===== config.mk =====
export PLATFORM = sky130hd
export DESIGN_NAME = radix_digit_formatter_flat
export DESIGN_NICKNAME = d
export VERILOG_FILES = /design/src/hw/rtl/rdf_pkg.sv /design/src/hw/rtl/rdf_in_if.sv /design/src/hw/rtl/rdf_out_if.sv /design/src/hw/rtl/rdf_cfg_if.sv /design/src/hw/rtl/radix_digit_formatter.sv /design/src/hw/rtl/rdf_cfg.sv /design/src/hw/rtl/rdf_issue.sv /design/src/hw/rtl/rdf_digit_pipe.sv /design/src/flat_wrapper.sv
export SDC_FILE = /design/constraint.sdc
export NUM_CORES = 2
export LEC_CHECK = 0
export ABC_CLOCK_PERIOD_IN_PS = 10600
export BUFFER_PORTS_ARGS = -buffer_cell sky130_fd_sc_hd__buf_2
export CAP_MARGIN = 20
export CORE_UTILIZATION = 54
export DETAILED_ROUTE_END_ITERATION = 8
export GPL_ROUTABILITY_DRIVEN = 0
export GPL_TIMING_DRIVEN = 1
export HOLD_SLACK_MARGIN = 0.03
export PLACE_DENSITY = 0.67
export SETUP_SLACK_MARGIN = 0.5
export SLEW_MARGIN = 20
export SYNTH_ARGS = -nofsm -noshare
export SYNTH_HDL_FRONTEND = slang
export SYNTH_SLANG_ARGS = --single-unit
export TNS_END_PERCENT = 100

===== constraint.sdc =====
create_clock -name clk -period 10.6 [get_ports clk]
set_input_delay 3.18 -clock clk [delete_from_list [all_inputs] [get_ports clk]]
set_output_delay 3.18 -clock clk [all_outputs]
set_load 0.01 [all_outputs]

===== src/hw/rtl/rdf_pkg.sv =====
// rdf_pkg: shared constants, types and lookup functions for the radix digit formatter.
// No dependencies; every other file in hw/rtl imports it.
`timescale 1ns / 1ps

package rdf_pkg;

	// Digit count limit: the position field cannot address more than 32 digits
	localparam int MAX_DIGITS  = 32;
	localparam int DIGIT_LIMIT = (MAX_DIGITS < 32) ? MAX_DIGITS : 32;

	// Field widths
	localparam int VALUE_W     = 32;
	localparam int CHAR_W      = 7;
	localparam int POS_W       = 5;
	localparam int DIGIT_W     = 6;
	localparam int SHIFT_W     = 3;
	localparam int CFG_DATA_W  = 6;
	localparam int CFG_INDEX_W = 2;

	// Radix and count limits / reset values
	localparam logic [DIGIT_W-1:0]    BASE_MIN    = 6'd2;
	localparam logic [DIGIT_W-1:0]    BASE_MAX    = 6'd36;
	localparam logic [DIGIT_W-1:0]    BASE_RESET  = 6'd10;
	localparam logic [CFG_DATA_W-1:0] COUNT_RESET = 6'd10;

	// ASCII mapping
	localparam logic [CHAR_W-1:0]  ASCII_ZERO = 7'd48;
	localparam logic [CHAR_W-1:0]  ALPHA_GAP  = 7'd7;
	localparam logic [DIGIT_W-1:0] DEC_MAX    = 6'd9;

	// Configuration register indexes
	typedef enum logic [CFG_INDEX_W-1:0] {
		REG_RADIX       = 2'd0,
		REG_DIGIT_COUNT = 2'd1
	} cfg_reg_t;

	// Reciprocal table: m = floor(2^(32+l)/d) + 1 with l = ceil(log2 d).
	// m lies in (2^32, 2^33); only the low 32 bits are stored, bit 32 is implied.
	localparam logic [31:0] RECIP_LO [0:36] = '{
		32'd0,
		32'd0,
		32'(((64'd1 << 33) / 64'd2)  + 64'd1),
		32'(((64'd1 << 34) / 64'd3)  + 64'd1),
		32'(((64'd1 << 34) / 64'd4)  + 64'd1),
		32'(((64'd1 << 35) / 64'd5)  + 64'd1),
		32'(((64'd1 << 35) / 64'd6)  + 64'd1),
		32'(((64'd1 << 35) / 64'd7)  + 64'd1),
		32'(((64'd1 << 35) / 64'd8)  + 64'd1),
		32'(((64'd1 << 36) / 64'd9)  + 64'd1),
		32'(((64'd1 << 36) / 64'd10) + 64'd1),
		32'(((64'd1 << 36) / 64'd11) + 64'd1),
		32'(((64'd1 << 36) / 64'd12) + 64'd1),
		32'(((64'd1 << 36) / 64'd13) + 64'd1),
		32'(((64'd1 << 36) / 64'd14) + 64'd1),
		32'(((64'd1 << 36) / 64'd15) + 64'd1),
		32'(((64'd1 << 36) / 64'd16) + 64'd1),
		32'(((64'd1 << 37) / 64'd17) + 64'd1),
		32'(((64'd1 << 37) / 64'd18) + 64'd1),
		32'(((64'd1 << 37) / 64'd19) + 64'd1),
		32'(((64'd1 << 37) / 64'd20) + 64'd1),
		32'(((64'd1 << 37) / 64'd21) + 64'd1),
		32'(((64'd1 << 37) / 64'd22) + 64'd1),
		32'(((64'd1 << 37) / 64'd23) + 64'd1),
		32'(((64'd1 << 37) / 64'd24) + 64'd1),
		32'(((64'd1 << 37) / 64'd25) + 64'd1),
		32'(((64'd1 << 37) / 64'd26) + 64'd1),
		32'(((64'd1 << 37) / 64'd27) + 64'd1),
		32'(((64'd1 << 37) / 64'd28) + 64'd1),
		32'(((64'd1 << 37) / 64'd29) + 64'd1),
		32'(((64'd1 << 37) / 64'd30) + 64'd1),
		32'(((64'd1 << 37) / 64'd31) + 64'd1),
		32'(((64'd1 << 37) / 64'd32) + 64'd1),
		32'(((64'd1 << 38) / 64'd33) + 64'd1),
		32'(((64'd1 << 38) / 64'd34) + 64'd1),
		32'(((64'd1 << 38) / 64'd35) + 64'd1),
		32'(((64'd1 << 38) / 64'd36) + 64'd1)
	};

	// Active configuration seen by the datapath
	typedef struct packed {
		logic [DIGIT_W-1:0]    base;
		logic [SHIFT_W-1:0]    shift;
		logic [31:0]           recip_lo;
		logic [CFG_DATA_W-1:0] count;
	} fmt_cfg_t;

	// One digit request from the divider loop to the digit pipeline
	typedef struct packed {
		logic [DIGIT_W-1:0] q_lo;
		logic [DIGIT_W-1:0] qn_lo;
		logic               neg;
		logic [POS_W-1:0]   pos;
		logic               is_last;
	} digit_req_t;

	// Out-of-range radix values saturate to 2 or 36
	function automatic logic [DIGIT_W-1:0] clamp_base(input logic [CFG_DATA_W-1:0] raw);
		logic [DIGIT_W-1:0] b;
		b = raw;
		if (raw < BASE_MIN)
			b = BASE_MIN;
		else if (raw > BASE_MAX)
			b = BASE_MAX;
		return b;
	endfunction

	// Digit count saturates at the limit
	function automatic logic [CFG_DATA_W-1:0] clamp_count(input logic [CFG_DATA_W-1:0] raw);
		logic [CFG_DATA_W-1:0] c;
		c = raw;
		if (raw > CFG_DATA_W'(DIGIT_LIMIT))
			c = CFG_DATA_W'(DIGIT_LIMIT);
		return c;
	endfunction

	// l = ceil(log2 base) for base in 2..36
	function automatic logic [SHIFT_W-1:0] base_shift(input logic [DIGIT_W-1:0] base);
		logic [SHIFT_W-1:0] s;
		if (base <= 6'd2)
			s = 3'd1;
		else if (base <= 6'd4)
			s = 3'd2;
		else if (base <= 6'd8)
			s = 3'd3;
		else if (base <= 6'd16)
			s = 3'd4;
		else if (base <= 6'd32)
			s = 3'd5;
		else
			s = 3'd6;
		return s;
	endfunction

endpackage


===== src/hw/rtl/rdf_in_if.sv =====
// rdf_in_if: input channel carrying one signed value per transfer.
// Depends on rdf_pkg for the field width.
`timescale 1ns / 1ps

interface rdf_in_if import rdf_pkg::*; ();
	logic                      valid;
	logic                      ready;
	logic signed [VALUE_W-1:0] value;

	modport source (output valid, output value, input ready);
	modport sink   (input valid, input value, output ready);
endinterface


===== src/hw/rtl/rdf_out_if.sv =====
// rdf_out_if: output channel carrying one ASCII digit and its position per transfer.
// Depends on rdf_pkg for the field widths.
`timescale 1ns / 1ps

interface rdf_out_if import rdf_pkg::*; ();
	logic              valid;
	logic              ready;
	logic [CHAR_W-1:0] digit_char;
	logic [POS_W-1:0]  position;
	logic              is_last;

	modport source (output valid, output digit_char, output position, output is_last,
		input ready);
	modport sink   (input valid, input digit_char, input position, input is_last,
		output ready);
endinterface


===== src/hw/rtl/rdf_cfg_if.sv =====
// rdf_cfg_if: register write channel (index and data per transfer).
// Depends on rdf_pkg for the field widths.
`timescale 1ns / 1ps

interface rdf_cfg_if import rdf_pkg::*; ();
	logic                   valid;
	logic                   ready;
	logic [CFG_INDEX_W-1:0] index;
	logic [CFG_DATA_W-1:0]  data;

	modport source (output valid, output index, output data, input ready);
	modport sink   (input valid, input index, input data, output ready);
endinterface


===== src/hw/rtl/radix_digit_formatter.sv =====
// radix_digit_formatter: signed value to ASCII digits in a configured radix, LSD first.
// Each value's transfer loads the reciprocal-multiply quotient loop, whose digit requests pass
// the capture, remainder and ASCII output stages; digits are offered one per cycle unless the
// output stalls, digit_count digits per value; the next value is taken as the last digit issues.
// Reset: radix and digit count return to 10, all pipeline valid bits clear.
`timescale 1ns / 1ps

module radix_digit_formatter import rdf_pkg::*; (
	input  logic      clk,
	input  logic      arst_n,
	rdf_cfg_if.sink   cfg,
	rdf_in_if.sink    item,
	rdf_out_if.source digit
);

	fmt_cfg_t   fmt;
	logic       req_valid;
	logic       req_ready;
	digit_req_t req;

	// Configuration registers
	rdf_cfg u_cfg (
		.clk    (clk),
		.arst_n (arst_n),
		.cfg    (cfg),
		.fmt    (fmt)
	);

	// Quotient loop
	rdf_issue u_issue (
		.clk       (clk),
		.arst_n    (arst_n),
		.item      (item),
		.fmt       (fmt),
		.req_valid (req_valid),
		.req       (req),
		.req_ready (req_ready)
	);

	// Digit pipeline and output register
	rdf_digit_pipe u_pipe (
		.clk       (clk),
		.arst_n    (arst_n),
		.fmt       (fmt),
		.req_valid (req_valid),
		.req       (req),
		.req_ready (req_ready),
		.digit     (digit)
	);

endmodule


===== src/hw/rtl/rdf_cfg.sv =====
// rdf_cfg: configuration registers; clamps radix/count and looks up the reciprocal.
// Depends on rdf_pkg and rdf_cfg_if.
`timescale 1ns / 1ps

module rdf_cfg import rdf_pkg::*; (
	input  logic     clk,
	input  logic     arst_n,
	rdf_cfg_if.sink  cfg,
	output fmt_cfg_t fmt
);

	logic [DIGIT_W-1:0]    base_q;
	logic [SHIFT_W-1:0]    shift_q;
	logic [31:0]           recip_q;
	logic [CFG_DATA_W-1:0] count_q;
	logic [DIGIT_W-1:0]    base_new;

	// Writes are always accepted; ready is tied high
	assign cfg.ready = 1'b1;

	assign base_new = clamp_base(cfg.data);

	// Register file
	always_ff @(posedge clk or negedge arst_n) begin
		if (!arst_n) begin
			base_q  <= BASE_RESET;
			shift_q <= base_shift(BASE_RESET);
			recip_q <= RECIP_LO[BASE_RESET];
			count_q <= COUNT_RESET;
		end else if (cfg.valid) begin
			unique case (cfg_reg_t'(cfg.index))
				REG_RADIX: begin
					base_q  <= base_new;
					shift_q <= base_shift(base_new);
					recip_q <= RECIP_LO[base_new];
				end
				REG_DIGIT_COUNT: begin
					count_q <= clamp_count(cfg.data);
				end
				default: begin
				end
			endcase
		end
	end

	assign fmt = '{base: base_q, shift: shift_q, recip_lo: recip_q, count: count_q};

endmodule


===== src/hw/rtl/rdf_issue.sv =====
// rdf_issue: takes values in and runs the quotient loop, one reciprocal division per digit.
// Depends on rdf_pkg and rdf_in_if.
`timescale 1ns / 1ps

module rdf_issue import rdf_pkg::*; (
	input  logic       clk,
	input  logic       arst_n,
	rdf_in_if.sink     item,
	input  fmt_cfg_t   fmt,
	output logic       req_valid,
	output digit_req_t req,
	input  logic       req_ready
);

	logic               busy_q;
	logic [VALUE_W-1:0] quot_q;
	logic               neg_q;
	logic [POS_W-1:0]   pos_q;

	logic               issue;
	logic               issue_last;
	logic               accept;
	logic [63:0]        prod;
	logic [64:0]        wide;
	logic [VALUE_W-1:0] quot_next;

	// Handshake: next value may be taken while the last digit goes out
	assign issue      = busy_q && req_ready;
	assign issue_last = issue && (pos_q == '0);
	assign item.ready = !busy_q || issue_last;
	assign accept     = item.valid && item.ready;

	// quot / base = (quot * (2^32 + recip_lo)) >> (32 + l)
	always_comb begin
		prod      = 64'(quot_q) * 64'(fmt.recip_lo);
		wide      = {1'b0, quot_q, 32'd0} + {1'b0, prod};
		quot_next = VALUE_W'(wide >> (7'd32 + 7'(fmt.shift)));
	end

	// Digit request: low bits are enough to rebuild the remainder downstream
	assign req_valid = busy_q;
	assign req = '{q_lo: quot_q[DIGIT_W-1:0], qn_lo: quot_next[DIGIT_W-1:0], neg: neg_q,
		pos: pos_q, is_last: (pos_q == '0)};

	// Quotient loop state
	always_ff @(posedge clk or negedge arst_n) begin
		if (!arst_n) begin
			busy_q <= 1'b0;
			quot_q <= '0;
			neg_q  <= 1'b0;
			pos_q  <= '0;
		end else begin
			if (issue) begin
				quot_q <= quot_next;
				pos_q  <= pos_q - 5'd1;
				if (issue_last)
					busy_q <= 1'b0;
			end
			// zero digit count: value is taken and dropped, state kept
			if (accept && (fmt.count != '0)) begin
				busy_q <= 1'b1;
				neg_q  <= item.value[VALUE_W-1];
				quot_q <= item.value[VALUE_W-1] ? ~item.value : item.value;
				pos_q  <= POS_W'(fmt.count - 6'd1);
			end
		end
	end

	// A new value starts at the highest position index, digit count minus one
	a_load_pos: assert property (@(posedge clk) disable iff (!arst_n)
		(accept && (fmt.count != '0)) |=> (busy_q && (pos_q == POS_W'($past(fmt.count) - 6'd1))))
		else $error("position not loaded from digit count");

	// Each issued digit that is not the last steps the position down by one
	a_pos_step: assert property (@(posedge clk) disable iff (!arst_n)
		(issue && (pos_q != '0)) |=> (busy_q && (pos_q == $past(pos_q) - 5'd1)))
		else $error("position did not step down");

	// The loop goes idle after the leftmost digit unless a new value arrives
	a_idle_after_last: assert property (@(posedge clk) disable iff (!arst_n)
		(issue_last && !(item.valid && (fmt.count != '0))) |=> !busy_q)
		else $error("loop still busy after last digit");

endmodule


===== src/hw/rtl/rdf_digit_pipe.sv =====
// rdf_digit_pipe: three-stage digit pipeline (capture, remainder/complement, ASCII output).
// Depends on rdf_pkg and rdf_out_if.
`timescale 1ns / 1ps

module rdf_digit_pipe import rdf_pkg::*; (
	input  logic       clk,
	input  logic       arst_n,
	input  fmt_cfg_t   fmt,
	input  logic       req_valid,
	input  digit_req_t req,
	output logic       req_ready,
	rdf_out_if.source  digit
);

	logic               valid_s1;
	digit_req_t         req_s1;
	logic               valid_s2;
	logic [DIGIT_W-1:0] digit_s2;
	logic [POS_W-1:0]   pos_s2;
	logic               last_s2;
	logic               valid_s3;
	logic [CHAR_W-1:0]  char_s3;
	logic [POS_W-1:0]   pos_s3;
	logic               last_s3;

	logic               ready_s1;
	logic               ready_s2;
	logic               ready_s3;
	logic [DIGIT_W-1:0] rem;
	logic [DIGIT_W-1:0] digit_val;
	logic [CHAR_W-1:0]  char_val;

	// Per-stage flow control: a stage moves when empty or when the next one moves
	assign ready_s3  = !valid_s3 || digit.ready;
	assign ready_s2  = !valid_s2 || ready_s3;
	assign ready_s1  = !valid_s1 || ready_s2;
	assign req_ready = ready_s1;

	// Remainder mod 64 is exact since it stays below the base
	always_comb begin
		rem       = req_s1.q_lo - DIGIT_W'(req_s1.qn_lo * fmt.base);
		digit_val = req_s1.neg ? (fmt.base - 6'd1 - rem) : rem;
	end

	// Letters start right after '9' plus the punctuation gap
	always_comb begin
		char_val = ASCII_ZERO + CHAR_W'(digit_s2);
		if (digit_s2 > DEC_MAX)
			char_val = char_val + ALPHA_GAP;
	end

	// Valid bits
	always_ff @(posedge clk or negedge arst_n) begin
		if (!arst_n) begin
			valid_s1 <= 1'b0;
			valid_s2 <= 1'b0;
			valid_s3 <= 1'b0;
		end else begin
			if (ready_s1)
				valid_s1 <= req_valid;
			if (ready_s2)
				valid_s2 <= valid_s1;
			if (ready_s3)
				valid_s3 <= valid_s2;
		end
	end

	// Payload
	always_ff @(posedge clk) begin
		if (ready_s1 && req_valid)
			req_s1 <= req;
		if (ready_s2 && valid_s1) begin
			digit_s2 <= digit_val;
			pos_s2   <= req_s1.pos;
			last_s2  <= req_s1.is_last;
		end
		if (ready_s3 && valid_s2) begin
			char_s3 <= char_val;
			pos_s3  <= pos_s2;
			last_s3 <= last_s2;
		end
	end

	assign digit.valid      = valid_s3;
	assign digit.digit_char = char_s3;
	assign digit.position   = pos_s3;
	assign digit.is_last    = last_s3;

endmodule

===== src/flat_wrapper.sv =====
// flat-port wrapper written by rule: the top's interface ports become plain ports
module radix_digit_formatter_flat import rdf_pkg::*;
  (clk, arst_n, cfg_valid, cfg_index, cfg_data, cfg_ready, item_valid, item_value, item_ready, digit_valid, digit_digit_char, digit_position, digit_is_last, digit_ready);
  rdf_cfg_if cfg_i ();
  rdf_in_if item_i ();
  rdf_out_if digit_i ();
  input  logic clk;
  input  logic arst_n;
  input wire logic [$bits(cfg_i.valid)-1:0] cfg_valid;
  input wire logic [$bits(cfg_i.index)-1:0] cfg_index;
  input wire logic [$bits(cfg_i.data)-1:0] cfg_data;
  output wire logic [$bits(cfg_i.ready)-1:0] cfg_ready;
  input wire logic [$bits(item_i.valid)-1:0] item_valid;
  input wire logic [$bits(item_i.value)-1:0] item_value;
  output wire logic [$bits(item_i.ready)-1:0] item_ready;
  output wire logic [$bits(digit_i.valid)-1:0] digit_valid;
  output wire logic [$bits(digit_i.digit_char)-1:0] digit_digit_char;
  output wire logic [$bits(digit_i.position)-1:0] digit_position;
  output wire logic [$bits(digit_i.is_last)-1:0] digit_is_last;
  input wire logic [$bits(digit_i.ready)-1:0] digit_ready;
  assign cfg_i.valid = cfg_valid;
  assign cfg_i.index = cfg_index;
  assign cfg_i.data = cfg_data;
  assign cfg_ready = cfg_i.ready;
  assign item_i.valid = item_valid;
  assign item_i.value = item_value;
  assign item_ready = item_i.ready;
  assign digit_valid = digit_i.valid;
  assign digit_digit_char = digit_i.digit_char;
  assign digit_position = digit_i.position;
  assign digit_is_last = digit_i.is_last;
  assign digit_i.ready = digit_ready;
  radix_digit_formatter u_core (.clk(clk), .arst_n(arst_n), .cfg(cfg_i), .item(item_i), .digit(digit_i));
endmodule

### Yosys cells after proc, flatten, opt, wreduce, memory -nomap -nowiden

Memories as Yosys holds them, arrays and structs flattened. A register that Yosys moved wholly into a read port is not among the register bits.
Index checks and enable logic that the tools add are counted.

| word-level totals | value |
|---|---|
| word-level logic and storage cells | 87 |
| memories kept | 1 |
| output and inout port bits | 16 |
| register bits | 101 |
| bits in read-only memories | 2048 |

Memory list:

| memory | words | width | read ports | clocked after Yosys merged registers in | write ports | RTL line | text |
|---|---|---|---|---|---|---|---|
| (no name shown) | 64 | 32 | 1 | 1 | 0 | rdf_cfg.sv:35 | `recip_q <= RECIP_LO[base_new];` |

| cells by class | value |
|---|---|
| equality and inequality tests | 1 |
| shift operators | 1 |
| magnitude comparators | 9 |
| multipliers | 2 |
| multiplexer cells | 18 |
| bitwise gates (word level) | 2 |
| reductions and logical operators | 23 |
| add/sub/neg operators | 9 |

Operator list:

| cell | count |
|---|---|
| 32-bit two-way mux | 3 |
| 64-bit by 64-bit adder with 65-bit output | 1 |
| 65-bit by 7-bit >> shifter with 32-bit output | 1 |
| 32-bit by 32-bit multiplier with 64-bit output | 1 |
| 32-bit NOT | 1 |
| 6-bit two-way mux | 4 |
| 6-bit greater-than comparator (second input constant) | 2 |
| 6-bit subtractor | 2 |
| 5-bit two-way mux | 2 |
| 5-bit by 1-bit subtractor with 5-bit output (second input constant) | 2 |
| 3-bit two-way mux | 3 |
| 6-bit by 3-bit adder with 7-bit output (first input constant) | 1 |
| 6-bit by 6-bit adder with 7-bit output (first input constant) | 1 |
| 7-bit by 3-bit adder with 7-bit output (second input constant) | 1 |
| 7-bit two-way mux | 1 |
| 6-bit NOT with 7-bit output | 1 |
| 6-bit by 4-bit greater-than comparator with 1-bit output (second input constant) | 1 |
| 6-bit by 2-bit <= comparator with 1-bit output (second input constant) | 1 |
| 6-bit by 3-bit <= comparator with 1-bit output (second input constant) | 1 |
| 6-bit by 4-bit <= comparator with 1-bit output (second input constant) | 1 |
| 6-bit by 5-bit <= comparator with 1-bit output (second input constant) | 1 |
| 6-bit <= comparator (second input constant) | 1 |
| 1-bit logical AND | 6 |
| 6-bit by 2-bit less-than comparator with 1-bit output (second input constant) | 1 |
| 12 further kinds | 25 |

### Longest topological paths before layout

| depth | value |
|---|---|
| depth after elaboration | 11 |
| depth in mapped cells | 28 |
| depth with buffers taken out | 26 |

### Hierarchy

From an unflattened synthesis, not the netlist that was laid out.

| unflattened totals | value |
|---|---|
| cell total of the unflattened synthesis | 4950 |
| area, all modules | 44193.6 sq um |

By module, submodules not included:

| module | cells an instance | instances | sequential area each (sq um) | area an instance (sq um) |
|---|---|---|---|---|
| rdf_issue | 4291 | 1 | 975.9 | 37978.9 |
| rdf_cfg | 455 | 1 | 1202.4 | 3594.7 |
| rdf_digit_pipe | 204 | 1 | 1396.3 | 2620.0 |

### Worst setup path before layout

No wires, ideal clock.

| timing path | value |
|---|---|
| kind | register to register |
| start point | register u_core.u_cfg.recip_q[8] |
| end point | register u_core.u_issue.quot_q[2] |
| arrival time | 7573 ps |
| stages on the path, launching flop included | 27 |
| slack | 2893 ps |
| required time | 10466 ps |
| clock period less this slack | 7707 ps |
| cells stage by stage | dfstp_2 clkbuf_1 nand2_1 fa_1 fa_1 inv_1 fa_1 inv_1 fa_1 inv_1 fa_1 fa_1 fa_1 inv_1 fa_1 inv_1 ha_1 buf_4 nand2_1 o21ai_0 a31o_2 or4_1 and3_1 mux4_2 mux2_2 nor2_1 o22ai_1 |

RTL lines:

| item | RTL line | text |
|---|---|---|
| start: declaration | rdf_cfg.sv:14 | `logic [31:0] recip_q;` |
| end signal: assignment | rdf_issue.sv:54 | `quot_q <= quot_next;` |
| end signal: assignment | rdf_issue.sv:63 | `quot_q <= item.value[VALUE_W-1] ? ~item.value : item.value;` |
| end: declaration | rdf_issue.sv:16 | `logic [VALUE_W-1:0] quot_q;` |

### Worst setup path after layout

| timing path | value |
|---|---|
| start point | register u_core.u_issue.quot_q[12] |
| end point | register u_core.u_issue.quot_q[15] |

| on the way | value |
|---|---|
| cells in the longest elaborated chain, start to end | 5 |

Ends and longest elaborated chain:

| item | RTL line | text |
|---|---|---|
| 32-bit by 32-bit multiplier with 64-bit output | rdf_issue.sv:35 | `prod = 64'(quot_q) * 64'(fmt.recip_lo);` |
| 64-bit by 64-bit adder with 65-bit output (*) | rdf_issue.sv:36 | `wide = {1'b0, quot_q, 32'd0} + {1'b0, prod};` |
| 65-bit by 7-bit >> shifter with 32-bit output (*) | rdf_issue.sv:37 | `quot_next = VALUE_W'(wide >> (7'd32 + 7'(fmt.shift)));` |
| 32-bit two-way mux (*) | rdf_issue.sv:53 | `if (issue) begin` |
| 32-bit two-way mux (*) | rdf_issue.sv:60 | `if (accept && (fmt.count != '0)) begin` |

Every way passes the cells marked *; elsewhere a longest branch is shown, timed or not. The select of a mux whose other input is x is not followed.
A chain may end at the register's enable or synchronous reset.

==> impl_metrics.toml <==
[finish]
nets = 6131
syn_to_final_growth_pct = 3.94
drive_above_1_share_pct = 5.36
diodes = 0

[logic_synthesis]
syn_nets = 6274
yosysMostFrequentCell = "inv_1"
synthArstFlopShare_pct = 66.9
synth_fa_ha_area_share_pct = 51.2
yosysSeqAreaShare_pct = 8.10
synth_xor_area_share_pct = 1.95
yosysWarnings = 0
synth.area.mux_share_pct = 1.57
yosys.area.top_type_share_pct = 42.5
ys.flop_type = "dfrtp_1"
synth.avg_cell_area_um2 = 8.85
syn_inst = 4985
synthSimpleGateAreaFrac_pct = 17.7
synth_top_family_by_area = "adder cells"
yosys-top-cells-count = "inv_1 (990), fa_1 (936), nand2_1 (720), and2_1 (535), ha_1 (308)"
synth_top_area_cell = "fa_1"
ys_top_cells_by_area = "fa_1 (42%), ha_1 (8.7%), inv_1 (8.4%)"
synth.distinct_cells = 103
synth_edf_count = 44
ys_seq_elements = 133
synth_compound_area_share_pct = 8.32
mappedNetlistArea_um2 = 44100

[drt]
route.detailed.drc = 0
dr.pass1.iters = 8
vias_per_cell = 5.77
drt_iter0_markers = 3002
wl_per_cell_um = 21.2
vias = 34100
totalWireLength_um = 126000
ant_nets = 0

[sta]
fin_skew_ns = 0.0127
tightestPinTransition_ns = 1.15
fin_crit_sh_pct = 86.4
fin_hold_ws_ns = 0.422
hold_violations = 0
setup_violations = 0
drv_slew = 0
tns_ns = 0
min_period_ns = 9.16
fmax_mhz = 109
slew_headroom_pct = 23.5
grt_setup_unrepaired = "no"

[setup_path]
cp_slowest_cell = "dfrtp_1"
worstSetupPathType = "register to register"
worstPathCellList = "buf_4, and2_1, fa_1, inv_1, fa_1, fa_1, fa_1, fa_1, inv_1, fa_1, fa_1, fa_1, ha_1, a21oi_1, o21ai_0, a22oi_1, a21oi_1, a21oi_1, a21oi_1, xor2_1, mux4_1, a221o_1"
slowest_delay_ns = 1.04
crit_path_start_kind = "register"
worst_ep_required_time_ns = 10.92
cp.arrival_ns = 9.48
crit_fanout = 20
worst_path_most_repeated_cell = "fa_1"
cp-end-kind = "register"

[global_routing]
grt_max_degree = 71
grt_pass1_vias = 35400
globalRouteTotalUtil_pct = 31.6
overflow = 0
antenna_found_initial = 5
grt_first_pass_wirelength_um = 201000

[floorplanning]
num_io_pins = 61
die_width_um = 288
core_um2 = 80700
die_area_um2 = 82900
row_count = 104
die_y_um = 288
initial_core_util_pct = 54.7

[placement]
port_buffers = 59
dp_hpwl_um = 99500

[clock_network]
post_cts_buffers = 0
cts_sinks = 133
postCtsHoldBufs = 0
cts-resized-gates = 0
path_clk_slew_ns = 0.07
clkLatencyLatePin_ns = 0.44
cts_buffer_depth = 2
cts_buffers = 17
cts_tree = "done"
htreeDepth = 4
clockRootBuffer = "clkbuf_16"

[worst_hold_path]
hold_path_class = "register to register"

[status]
status = "completed"

[job]
cap_violations = 0
==> placed cells by master, fill, tap and decap left out, types with 25 or more instances in the layout <==
| cell | instances |
|---|---|
| o21ai_0 | 154 |
| fa_1 | 936 |
| inv_1 | 990 |
| a31oi_1 | 25 |
| ha_1 | 308 |
| dfrtp_1 | 67 |
| nor3_1 | 27 |
| xnor2_1 | 59 |
| a21oi_1 | 156 |
| buf_4 | 78 |
| nand3_1 | 48 |
| buf_2 | 58 |
| nand2_1 | 720 |
| nor2_1 | 129 |
| xor2_1 | 39 |
| edfxtp_1 | 44 |
| mux2i_1 | 36 |
| and2_1 | 535 |
| nand4_1 | 38 |
==> final cells by class <==
cell class	instances	area, µm²
Multi-Input combinational cell	3557	35600
Fill cell	7314	34800
Inverter	992	3720
Sequential cell	133	3580
Tap cell	1060	1330
Timing Repair Buffer	141	976
Clock buffer	17	425
Clock inverter	15	186
==> metal layers <==
| metal | global-route usage (%) | part of all wire [%] |
|---|---|---|
| met1 | 42.3 | 40 |
| met3 | 3.51 | 6.7 |
| met2 | 52.5 | 48 |
| met5 | 0 | 0.011 |
| met4 | 12.4 | 4.6 |
==> logic make-up after synthesis <==
kind of cell             Yosys count
multiplexers                      57
flip-flops                       133
other                              1
adder cells (fa/ha/maj)         1245
AND/OR/NAND/NOR                 1588
XOR/XNOR                          98
buffers and inverters           1295
AO/OA/AOI/OAI                    568
==> worst paths after layout <==
path | cells past startpoint | end | startpoint | slack [ns]
worst max-delay path | 22 | u_core.u_issue.quot_q[15]$_DFFE_PN0P_ | u_core.u_issue.quot_q[12]$_DFFE_PN0P_ | 1.44
worst min-delay path | 0 | u_core.u_pipe.pos_s2[4]$_DFFE_PP_ | u_core.u_pipe.req_s1[5]$_DFFE_PP_ | 0.42
worst max register to register | 22 | u_core.u_issue.quot_q[15]$_DFFE_PN0P_ | u_core.u_issue.quot_q[12]$_DFFE_PN0P_ | 1.44
worst min register to register | 0 | u_core.u_pipe.pos_s2[4]$_DFFE_PP_ | u_core.u_pipe.req_s1[5]$_DFFE_PP_ | 0.42
max in group asynchronous | 2 | u_core.u_cfg.recip_q[17]$_DFFE_PN0P_ | arst_n | 6.57
min in group asynchronous | 1 | u_core.u_cfg.recip_q[26]$_DFFE_PN0P_ | arst_n | 2.66
==> flip-flops by register name (all words and copies together), names as in the netlist, 3 cells and up <==
register,count
u_core.u_cfg.recip_q,32
u_core.u_issue.quot_q,32
u_core.u_pipe.req_s1,19
u_core.u_pipe.digit.digit_char,7
u_core.u_cfg.base_q,6
u_core.u_cfg.count_q,6
u_core.u_pipe.digit_s2,6
u_core.u_issue.pos_q,5
u_core.u_pipe.digit.position,5
u_core.u_pipe.pos_s2,5
u_core.u_cfg.shift_q,3
==> critical path, delay by kind of cell, from the launching register on <==
family          cells  cell delay [ns]
fa+ha+maj           9             4.32
compound gates      7             2.02
flops               1             1.04
mux                 1             0.60
buf+inv             3             0.57
xor+xnor            1             0.26
simple gates        1             0.20
==> metrics by stage <==
step	instances	instance area, µm²	worst slack [ns]	utilization [%]
floorplan	4985	44100	2.89	-
global placement	5883	45200	1.69	56.1
detailed placement	5883	45200	1.70	56.1
CTS	5915	45900	1.65	56.8
global route	5915	45900	1.26	56.8
finish	5915	45900	1.44	56.8
Power is left out: the tool's default activity adds up to more than one toggle a clock period on the data nets, which glitch-free logic cannot reach.
